**config.mk**
```make
export PLATFORM = sky130hd
export DESIGN_NAME = deadline_timer_table
export DESIGN_NICKNAME = d
export VERILOG_FILES = /design/src/hw/rtl/dtt_pkg.sv /design/src/hw/rtl/deadline_timer_table.sv /design/src/hw/rtl/dtt_ram.sv
export SDC_FILE = /design/constraint.sdc
export NUM_CORES = 2
export LEC_CHECK = 0
export BUFFER_PORTS_ARGS = -buffer_cell sky130_fd_sc_hd__buf_4
export CAP_MARGIN = 20
export CORE_MARGIN = 2
export CORE_UTILIZATION = 50
export CTS_CLUSTER_DIAMETER = 30
export CTS_CLUSTER_SIZE = 28
export DETAILED_ROUTE_END_ITERATION = 6
export GPL_ROUTABILITY_DRIVEN = 0
export PLACE_DENSITY = 0.68
export REMOVE_ABC_BUFFERS = 1
export SETUP_SLACK_MARGIN = 0.05
export SYNTH_ARGS = -nofsm -noshare
export SYNTH_HDL_FRONTEND = slang
export SYNTH_HIERARCHICAL = 1
export SYNTH_SLANG_ARGS = --single-unit
```
**constraint.sdc**
```tcl
create_clock -name clk -period 6.98 [get_ports clk]
set_input_delay 0.698 -clock clk [delete_from_list [all_inputs] [get_ports clk]]
set_output_delay 0.698 -clock clk [all_outputs]
set_load 0.05 [all_outputs]
```
**src/hw/rtl/dtt_pkg.sv**
```systemverilog
// ----------------------------------------------------------------------------
// dtt_pkg: shared types and constants of the deadline timer table
// word layouts, operation codes and sequencer states
// ----------------------------------------------------------------------------
`default_nettype none
package dtt_pkg;
	localparam int NUM_TIMERS = 16;
	localparam int SLOT_BITS  = 4;
	localparam int TIME_BITS  = 48;
	localparam int PER_BITS   = 32;
	localparam logic [PER_BITS-1:0] ROLLBACK_RESET = PER_BITS'(60 * 60 * 1000);
	localparam logic [TIME_BITS-1:0] TIME_MAX = {TIME_BITS{1'b1}};

	typedef enum logic [2:0] {
		OP_ADD     = 3'd0,
		OP_CANCEL  = 3'd1,
		OP_REFRESH = 3'd2,
		OP_RESET   = 3'd3,
		OP_COLLECT = 3'd4,
		OP_QUERY   = 3'd5
	} op_t;

	typedef struct packed {
		logic [2:0]           kind;
		logic [SLOT_BITS-1:0] slot;
		logic [PER_BITS-1:0]  period_ms;
		logic                 repeat_req;
		logic                 rearm_now;
		logic [TIME_BITS-1:0] now_ms;
	} in_word_t;

	typedef struct packed {
		logic                 ok;
		logic [SLOT_BITS-1:0] result_slot;
		logic                 slot_present;
		logic [TIME_BITS-1:0] remaining_ms;
		logic                 front_notice;
		logic                 last_result;
	} out_word_t;

	typedef enum logic [2:0] {
		ST_IDLE,
		ST_UPDATE,
		ST_FRONT,
		ST_SCAN,
		ST_FIRE,
		ST_DONE
	} state_t;

	// saturating add of a period onto a time
	function automatic logic [TIME_BITS-1:0] sat_add(
		input logic [TIME_BITS-1:0] a, input logic [PER_BITS-1:0] b);
		logic [TIME_BITS:0] s;
		s = {1'b0, a} + {{(TIME_BITS+1-PER_BITS){1'b0}}, b};
		return s[TIME_BITS] ? TIME_MAX : s[TIME_BITS-1:0];
	endfunction
endpackage
`default_nettype wire

```
**src/hw/rtl/deadline_timer_table.sv**
```systemverilog
// ----------------------------------------------------------------------------
// deadline_timer_table: sixteen timer slots ordered by deadline
// add, cancel, refresh, reset, collect expired and query next
// ----------------------------------------------------------------------------
// usage
// - a command word is taken when start is high and busy is low; busy stays
//   high until the last result word of that command has been strobed out
// - result words appear on result for one cycle each with done high; the
//   receiver cannot stall, the final word of a command has last_result set
// - the user must write the rollback window register via cfg_valid / cfg_ready
//   only while the block is idle (not enforced here); cfg_ready is always high
// - deadlines and periods live in two small rams read one slot per cycle,
//   so every pass over the table reads all sixteen slots in turn
// - add and reset: the update state, the front scan, then the result word
// - cancel, refresh, and a reset on an idle slot: the update state, then
//   the result word; query: a scan, then the result word; unused kinds:
//   the result word alone
// - collect: a scan and one result word with nothing due, else a scan and
//   a fire word per fired slot, so sixteen of each with all sixteen due
// - the block returns to idle after every command before taking the next
// - reset clears valid, repeat marks, the pending notice and the last
//   collect time; ram contents are only used for armed slots
// ----------------------------------------------------------------------------
`default_nettype none
module deadline_timer_table (
	input  wire                    clk,
	input  wire                    arst_n,
	input  wire                    start,
	output logic                   busy,
	input  wire dtt_pkg::in_word_t cmd,
	output logic                   done,
	output dtt_pkg::out_word_t     result,
	input  wire                    cfg_valid,
	output logic                   cfg_ready,
	input  wire [31:0]             cfg_data
);
	localparam int SB = dtt_pkg::SLOT_BITS;
	localparam int TB = dtt_pkg::TIME_BITS;
	localparam int PB = dtt_pkg::PER_BITS;
	localparam int NT = dtt_pkg::NUM_TIMERS;

	dtt_pkg::state_t state_q, state_d;
	dtt_pkg::in_word_t cmd_q;
	logic [NT-1:0] valid_q, rep_q, due_q;
	logic          notice_q;
	logic [TB-1:0] last_coll_q;
	logic [PB-1:0] window_q;

	// scan bookkeeping
	logic [SB:0]   idx_q;      // read address pipeline: issue index
	logic [SB-1:0] rd_idx_q;   // slot whose data is in ram output now
	logic          rd_vld_q;
	logic          found_q;
	logic [SB-1:0] pick_q;
	logic [TB-1:0] best_q;
	logic          front_q;
	logic          rollback_q;
	logic          upd_ok_q;

	// ram ports
	logic          dl_we, pr_we;
	logic [SB-1:0] wr_addr, rd_addr;
	logic [TB-1:0] dl_wdata, dl_rdata;
	logic [PB-1:0] pr_wdata, pr_rdata;

	dtt_ram #(.WIDTH(TB), .DEPTH(NT)) u_dl_ram (
		.clk(clk), .we(dl_we), .waddr(wr_addr), .wdata(dl_wdata),
		.raddr(rd_addr), .rdata(dl_rdata)
	);
	dtt_ram #(.WIDTH(PB), .DEPTH(NT)) u_pr_ram (
		.clk(clk), .we(pr_we), .waddr(wr_addr), .wdata(pr_wdata),
		.raddr(rd_addr), .rdata(pr_rdata)
	);

	assign cfg_ready = 1'b1;
	assign busy = (state_q != dtt_pkg::ST_IDLE);

	logic accept;
	assign accept = start && !busy;

	// shared compare of the ram deadline against the key, which is always best_q
	logic [TB-1:0] key;
	logic          cmp_lt, cmp_le;
	assign cmp_lt = dl_rdata < key;
	assign cmp_le = dl_rdata <= key;

	// shifted deadline for reset without rearm
	logic [PB-1:0] pdiff;
	logic [TB-1:0] shifted;
	always_comb begin
		pdiff = cmd_q.period_ms - pr_rdata;
		if (cmd_q.period_ms >= pr_rdata) begin
			shifted = dtt_pkg::sat_add(dl_rdata, pdiff);
		end else begin
			pdiff = pr_rdata - cmd_q.period_ms;
			shifted = (dl_rdata > TB'(pdiff)) ? dl_rdata - TB'(pdiff) : '0;
		end
	end

	logic bad_slot;
	assign bad_slot = (cmd_q.kind != dtt_pkg::OP_ADD) && !valid_q[cmd_q.slot];

	logic scan_end;
	assign scan_end = rd_vld_q && (rd_idx_q == SB'(NT - 1));

	logic scan_step;
	assign scan_step = (state_q == dtt_pkg::ST_SCAN || state_q == dtt_pkg::ST_FRONT) &&
		!scan_end && idx_q < (SB+1)'(NT);

	// collect: slot now on the ram output is due and earlier than the best so far
	logic scan_hit;
	assign scan_hit = rd_vld_q && due_q[rd_idx_q] && valid_q[rd_idx_q] &&
		(rollback_q || dl_rdata <= cmd_q.now_ms) && (!found_q || cmp_lt);

	// front test: another armed slot at or below the new deadline
	logic front_hit;
	assign front_hit = rd_vld_q && (rd_idx_q != cmd_q.slot) && valid_q[rd_idx_q] && cmp_le;

	// due slots left once the picked one fires; none left marks the final word
	logic [NT-1:0] due_rest;
	assign due_rest = due_q & ~(NT'(1) << pick_q);

	always_comb begin
		state_d  = state_q;
		dl_we    = 1'b0;
		pr_we    = 1'b0;
		wr_addr  = cmd_q.slot;
		dl_wdata = dtt_pkg::sat_add(cmd_q.now_ms, cmd_q.period_ms);
		pr_wdata = cmd_q.period_ms;
		rd_addr  = idx_q[SB-1:0];
		key      = best_q;
		done     = 1'b0;
		result   = '0;
		unique case (state_q)
			dtt_pkg::ST_IDLE: begin
				if (accept) begin
					unique case (cmd.kind)
						dtt_pkg::OP_ADD, dtt_pkg::OP_CANCEL, dtt_pkg::OP_REFRESH,
						dtt_pkg::OP_RESET: state_d = dtt_pkg::ST_UPDATE;
						dtt_pkg::OP_COLLECT, dtt_pkg::OP_QUERY: state_d = dtt_pkg::ST_SCAN;
						default: state_d = dtt_pkg::ST_DONE;
					endcase
				end
				rd_addr = cmd.slot;
			end
			dtt_pkg::ST_UPDATE: begin
				// ram holds the addressed slot
				if (bad_slot) begin
					state_d = dtt_pkg::ST_DONE;
				end else begin
					case (cmd_q.kind)
						dtt_pkg::OP_ADD: begin
							dl_we = 1'b1;
							pr_we = 1'b1;
							state_d = dtt_pkg::ST_FRONT;
						end
						dtt_pkg::OP_REFRESH: begin
							dl_we = 1'b1;
							dl_wdata = dtt_pkg::sat_add(cmd_q.now_ms, pr_rdata);
							state_d = dtt_pkg::ST_DONE;
						end
						dtt_pkg::OP_RESET: begin
							dl_we = 1'b1;
							pr_we = 1'b1;
							if (!cmd_q.rearm_now) begin
								dl_wdata = shifted;
							end
							state_d = dtt_pkg::ST_FRONT;
						end
						default: state_d = dtt_pkg::ST_DONE;
					endcase
				end
			end
			dtt_pkg::ST_FRONT: begin
				// best_q holds the target deadline; any other armed slot <= it fails
				key = best_q;
				if (scan_end) begin
					state_d = dtt_pkg::ST_DONE;
				end
			end
			dtt_pkg::ST_SCAN: begin
				key = best_q;
				if (scan_end) begin
					// park the read on the chosen slot so its period is ready to fire
					rd_addr = scan_hit ? rd_idx_q : pick_q;
					if (cmd_q.kind == dtt_pkg::OP_QUERY) begin
						state_d = dtt_pkg::ST_DONE;
					end else if (found_q || scan_hit) begin
						state_d = dtt_pkg::ST_FIRE;
					end else begin
						state_d = dtt_pkg::ST_DONE;
					end
				end
			end
			dtt_pkg::ST_FIRE: begin
				// ram holds the picked slot; rearm or retire it
				rd_addr = '0;
				wr_addr = pick_q;
				dl_we = rep_q[pick_q];
				dl_wdata = dtt_pkg::sat_add(cmd_q.now_ms, pr_rdata);
				done = 1'b1;
				result.ok = 1'b1;
				result.result_slot = pick_q;
				result.slot_present = 1'b1;
				result.last_result = (due_rest == '0);
				state_d = (due_rest == '0) ? dtt_pkg::ST_IDLE : dtt_pkg::ST_SCAN;
			end
			dtt_pkg::ST_DONE: begin
				done = 1'b1;
				result.last_result = 1'b1;
				state_d = dtt_pkg::ST_IDLE;
				case (cmd_q.kind)
					dtt_pkg::OP_ADD, dtt_pkg::OP_CANCEL, dtt_pkg::OP_REFRESH,
					dtt_pkg::OP_RESET: begin
						result.ok = upd_ok_q;
						result.front_notice = upd_ok_q && front_q &&
							(cmd_q.kind == dtt_pkg::OP_ADD || cmd_q.kind == dtt_pkg::OP_RESET);
					end
					dtt_pkg::OP_QUERY: begin
						result.ok = 1'b1;
						if (!found_q) begin
							result.remaining_ms = dtt_pkg::TIME_MAX;
						end else if (best_q > cmd_q.now_ms) begin
							result.remaining_ms = best_q - cmd_q.now_ms;
						end
					end
					dtt_pkg::OP_COLLECT: begin
						// only reached when nothing was due
						result.ok = 1'b1;
					end
					default: result.ok = 1'b0;
				endcase
			end
			default: state_d = dtt_pkg::ST_IDLE;
		endcase
	end

	always_ff @(posedge clk or negedge arst_n) begin
		if (!arst_n) begin
			state_q     <= dtt_pkg::ST_IDLE;
			valid_q     <= '0;
			rep_q       <= '0;
			due_q       <= '0;
			notice_q    <= 1'b0;
			last_coll_q <= '0;
			window_q    <= dtt_pkg::ROLLBACK_RESET;
			idx_q       <= '0;
			rd_vld_q    <= 1'b0;
			found_q     <= 1'b0;
			pick_q      <= '0;
			best_q      <= '0;
			front_q     <= 1'b0;
			upd_ok_q    <= 1'b0;
			rollback_q  <= 1'b0;
		end else begin
			state_q <= state_d;
			if (cfg_valid && cfg_ready) begin
				window_q <= cfg_data;
			end
			// scan counter: issue reads 0..NT-1, the data follows in the next cycle
			rd_vld_q <= scan_step;
			if (scan_step) begin
				idx_q <= idx_q + 1'b1;
			end
			unique case (state_q)
				dtt_pkg::ST_IDLE: begin
					if (accept) begin
						idx_q    <= '0;
						found_q  <= 1'b0;
						front_q  <= 1'b1;
						upd_ok_q <= 1'b0;
						if (cmd.kind == dtt_pkg::OP_COLLECT) begin
							rollback_q  <= (last_coll_q >= TB'(window_q)) &&
								(cmd.now_ms < last_coll_q - TB'(window_q));
							last_coll_q <= cmd.now_ms;
							due_q       <= valid_q;
						end
						if (cmd.kind == dtt_pkg::OP_QUERY) begin
							notice_q <= 1'b0;
						end
					end
				end
				dtt_pkg::ST_UPDATE: begin
					upd_ok_q <= !bad_slot;
					best_q   <= dl_wdata;
					if (!bad_slot) begin
						unique case (cmd_q.kind)
							dtt_pkg::OP_ADD: begin
								valid_q[cmd_q.slot] <= 1'b1;
								rep_q[cmd_q.slot]   <= cmd_q.repeat_req;
							end
							dtt_pkg::OP_CANCEL: valid_q[cmd_q.slot] <= 1'b0;
							default: ;
						endcase
					end
				end
				dtt_pkg::ST_FRONT: begin
					if (scan_end) begin
						if (front_q && !front_hit && !notice_q) begin
							notice_q <= 1'b1;
						end
						front_q <= front_q && !front_hit && !notice_q;
					end else if (front_hit) begin
						front_q <= 1'b0;
					end
				end
				dtt_pkg::ST_SCAN: begin
					if (rd_vld_q) begin
						if (cmd_q.kind == dtt_pkg::OP_QUERY) begin
							if (valid_q[rd_idx_q] && (!found_q || cmp_lt)) begin
								found_q <= 1'b1;
								best_q  <= dl_rdata;
							end
						end else if (scan_hit) begin
							found_q <= 1'b1;
							best_q  <= dl_rdata;
							pick_q  <= rd_idx_q;
						end
						if (cmd_q.kind == dtt_pkg::OP_COLLECT &&
							!(rollback_q || dl_rdata <= cmd_q.now_ms)) begin
							due_q[rd_idx_q] <= 1'b0;
						end
					end
					if (scan_end && state_d == dtt_pkg::ST_FIRE) begin
						idx_q <= '0;
					end
				end
				dtt_pkg::ST_FIRE: begin
					due_q[pick_q] <= 1'b0;
					if (!rep_q[pick_q]) begin
						valid_q[pick_q] <= 1'b0;
					end
					found_q <= 1'b0;
					idx_q   <= '0;
				end
				default: ;
			endcase
		end
	end

	always_ff @(posedge clk) begin
		rd_idx_q <= idx_q[SB-1:0];
		if (accept) begin
			cmd_q <= cmd;
		end
	end

	// assertions
	property p_busy_done;
		@(posedge clk) disable iff (!arst_n) done |-> busy;
	endproperty
	a_busy_done: assert property (p_busy_done) else $error("result outside a command");

	property p_accept_busy;
		@(posedge clk) disable iff (!arst_n) accept |=> busy;
	endproperty
	a_accept_busy: assert property (p_accept_busy) else $error("accept did not raise busy");

	property p_last_idle;
		@(posedge clk) disable iff (!arst_n) (done && result.last_result) |=> !busy;
	endproperty
	a_last_idle: assert property (p_last_idle) else $error("busy after final word");
endmodule
`default_nettype wire

```
**src/hw/rtl/dtt_ram.sv**
```systemverilog
// ----------------------------------------------------------------------------
// dtt_ram: generic simple dual port ram
// one write and one read address, registered read data
// ----------------------------------------------------------------------------
`default_nettype none
module dtt_ram #(
	parameter int WIDTH = 8,
	parameter int DEPTH = 16
) (
	input  wire                     clk,
	input  wire                     we,
	input  wire [$clog2(DEPTH)-1:0] waddr,
	input  wire [WIDTH-1:0]         wdata,
	input  wire [$clog2(DEPTH)-1:0] raddr,
	output logic [WIDTH-1:0]        rdata
);
	logic [WIDTH-1:0] mem_q [DEPTH];

	always_ff @(posedge clk) begin
		if (we) begin
			mem_q[waddr] <= wdata;
		end
		rdata <= mem_q[raddr];
	end
endmodule
`default_nettype wire

```
==> results.toml <==
[global_routing]
grtUsageMet2 = 0.482
grt_max_degree = 92
grt-ovfl-total = 0
met3_usage = 0.0943
antenna_found_initial = 8
grt_usage = 0.320
gr-usage-met1 = 0.420
grt.busiest_layer = "met2"
grt_pass1_vias = 60300
grt_first_pass_wirelength_mm = 399

[job]
maxCapViolCount = 0

[route]
drt-total-wl_mm = 276
firstDrtPassIters = 7
drt_iter0_drc = 8082
antenna_left = 0
vias = 61800
drc_errors = 15
viasPerCell = 6.53
wl_per_cell_um = 29.2

[sta]
hold_ws_ns = 0.0320
rsz0062_at_grt = "no"
finalCritPeriodShare = 0.991
slew_viol_final = 0
slew_headroom = 0.103
clock_skew_ns = 0.110
hold_viol = 0
worstMarginPinSlew_ns = 1.33
min_period_ns = 6.92
setup_viol = 0
max_freq_mhz = 145

[synthesis]
synth.distinct_cells = 106
ys.flop_type = "edfxtp_1"
synth-edff-count = 1369
synthArstFlopShare = 0.118
synthCells = 6467
synth_seq_cells = 1647
syn_area_mm2 = 0.0838
ys_warn_count = 6
yosys.area.top_type = "edfxtp_1"
synth_area_per_cell_um2 = 13.0
synth_area_leaders = "edfxtp_1 49%, mux4_2 9.1%, ha_1 6.2%"
synth_top_area_frac = 0.491
synth-seq-area-share = 0.569

[floorplan]
die_h_um = 413
die_width_um = 413
ioPinCount = 184
fp.dieArea_mm2 = 0.171
core_mm2 = 0.167
initial_core_util = 0.502
rows = 150

[placement]
place.port_buffers = 182
place_area_mm2 = 0.0890
hpwl_mm = 185

[worst_setup_path]
cp_common_cell = "buf_4"
critPathLaunchType = "flip-flop"
worst_path_largest_cell_delay_ns = 0.65
rrSetupSlack_ns = 0.24
r2r_cells = 25
cp_top_family = "compound AO/OA/AOI/OAI gates"
rr_startpoint = "pr_wdata[3]$_DFFE_PP_"
cpMaxStageDelayCell = "edfxtp_1"
cp-end-kind = "output pin"
path_cells = "inv_1, ha_1, nand4_1, a21oi_1, a211oi_1, buf_4, o211ai_2, a41oi_1, o21ai_1, or3b_1, a21oi_4, buf_4, nand2_1, a21oi_1, buf_4"
crit_required_ns = 6.28
crit_type = "flip-flop to output pin"
r2r_end = "best_q[13]$_DFFE_PN0P_"
path_buf_inv = 4
worst_ep_arrival_time_ns = 6.22
cp_max_fo = 22

[run_status]
failed_checks = "DRC"
status = "finished with violations"

[finish]
drive_gt1_frac = 0.198
syn2layout_area_growth_pct = 20.5
final_cell_area_mm2 = 0.101
nNetsFinal = 7553

[power]
ir_drop_mv = 0.466
p_leak_uw = 0.0380
powerDensity_mw_per_mm2 = 563

[clock_network]
root_buffer = "clkbuf_16"
clockBufferDepth = 4
worstSkewPairLatency_ns = 0.98
htree_levels = 5
clk_pin_slew_ns = 0.05
cts_sinks = 1647
postCtsSetupBuffers = 0
cts_tree = "done"
cts_buffers = 325

[hold_path]
hold_class = "primary input to flip-flop"
hold_end = "pr_wdata[15]$_DFFE_PP_"
hp-start = "cmd[65]"
hold_path_depth = 1
## placed cells by master (no fill, tap or decap), types with 38 or more instances in the layout
cell           count
ha_1             416
nand4_1           85
a21o_1           176
o211ai_1          57
inv_1            274
clkinv_2          38
clkbuf_16        330
buf_4            379
dfxtp_1           84
xor2_1           116
a31oi_1           59
nand2_1          545
inv_6             38
a211oi_1          44
xnor2_1          175
edfxtp_1        1369
dfrtp_1          182
nor2_1           297
nand3_1          111
dlygate4sd3_1    114
nor3_1            81
mux4_2           337
nor2b_1           40
a22oi_1          165
o21ai_0          339
o21a_1            48
a21oi_1          422
o21bai_1          45
nand2b_1          63
## worst reg2reg max path, stage by stage, from the launching register on
cell      delay (ns)
edfxtp_1        0.34
inv_1           0.06
ha_1            0.38
a21o_1          0.21
a21o_1          0.16
a221o_1         0.39
a21o_1          0.20
a21oi_1         0.24
o21a_1          0.17
o21ai_1         0.13
a31oi_1         0.31
nor3_1          0.11
a221oi_1        0.32
xor2_1          0.45
ha_1            0.23
nand4_1         0.18
nor4_2          0.41
a21oi_1         0.13
o211ai_1        0.13
a31oi_1         0.08
or2_1           0.30
or3b_1          0.44
a221oi_1        0.54
or3_4           0.37
mux2_4          0.19
mux2_4          0.13
## report_power, final
group          total, µW  switching (µW)  internal [µW]
Sequential         14200            1440          12700
Clock              15200            5190          10000
Combinational      27500           17100          10400
## area by class of cell
cell class              count  area (µm²)
inverters                 277        1040
well taps                2204        2760
diodes                      3        7.51
multi-input cells        4227       34100
fillers                 12200       65900
clock buffers             379        8560
repair buffers            526        4610
clock inverters           195        2170
flip-flops and latches   1647       47700
## cells in the mapped netlist, types with 175 or more instances
cell and number:
edfxtp_1 1369, nand2_1 548, a21oi_1 424, ha_1 416, o21ai_0 348, mux4_2 337, nor2_1 326, inv_1 276
clkbuf_1 196, dfrtp_1 183, a21o_1 176, xnor2_1 175
## flip-flops by register name (all words and copies together), names as in the netlist, 32 cells and up, named ones only
signal and cells:
best_q 48, cmd_q 57, last_coll_q 48, pr_wdata 32
u_dl_ram/mem_q 768, u_dl_ram/rdata 48, u_pr_ram/mem_q 512, u_pr_ram/rdata 32
window_q 32
## per-layer routing
metal | routed length [µm] | share of wire
met5 | 52 | 0.00019
met4 | 16500 | 0.060
met3 | 33600 | 0.12
met2 | 123000 | 0.44
met1 | 103000 | 0.37
## metrics by stage
step	util	total power (µW)	setup TNS, ns	setup WS (ns)	std cells
2_1_floorplan	-	32000	-3056.62	-38.10	6151
3_3_place_gp	0.533	40100	0	0.398	8762
3_5_place_dp	0.534	40400	0	0.297	8764
4_1_cts	0.605	55900	0	0.250	9452
5_1_grt	0.605	59100	0	0.0613	9457
6_report	0.605	56900	0	0.0639	9458
## what timing repair did
item,4_1_cts,5_1_grt
hold buffers,114,0
endpoints found under the setup margin,0,242
gates resized for setup,0,9
hold endpoints to repair,213,0
## how the worst max path moves through the flow
stage | end | slack (ns) | from | depth (start not counted)
after floorplan | u_dl_ram/rdata[0]$_DFF_P_ | -38.10 | u_dl_ram/rdata[33]$_DFF_P_ | 14
after global placement | u_dl_ram/mem_q[6][47]$_DFFE_PP_ | 0.40 | pr_wdata[0]$_DFFE_PP_ | 22
after detailed placement | u_dl_ram/mem_q[0][36]$_DFFE_PP_ | 0.30 | pr_wdata[0]$_DFFE_PP_ | 28
after CTS | u_dl_ram/mem_q[12][47]$_DFFE_PP_ | 0.25 | pr_wdata[1]$_DFFE_PP_ | 23
after global routing | u_dl_ram/mem_q[9][30]$_DFFE_PP_ | 0.06 | pr_wdata[1]$_DFFE_PP_ | 27
final | result[15] | 0.06 | cmd_q[13]$_DFFE_PP_ | 15
## logic make-up after synthesis
| logic type | synth area share |
|---|---|
| flip-flops | 0.569 |
| AO/OA/AOI/OAI | 0.126 |
| AND/OR/NAND/NOR | 0.0835 |
| buffers and inverters | 0.0289 |
| adder cells (fa/ha/maj) | 0.0640 |
| multiplexers | 0.0978 |
| XOR/XNOR | 0.0304 |
| other | 0.0000448 |
No activity file was read; power rests on OpenSTA's default activity.
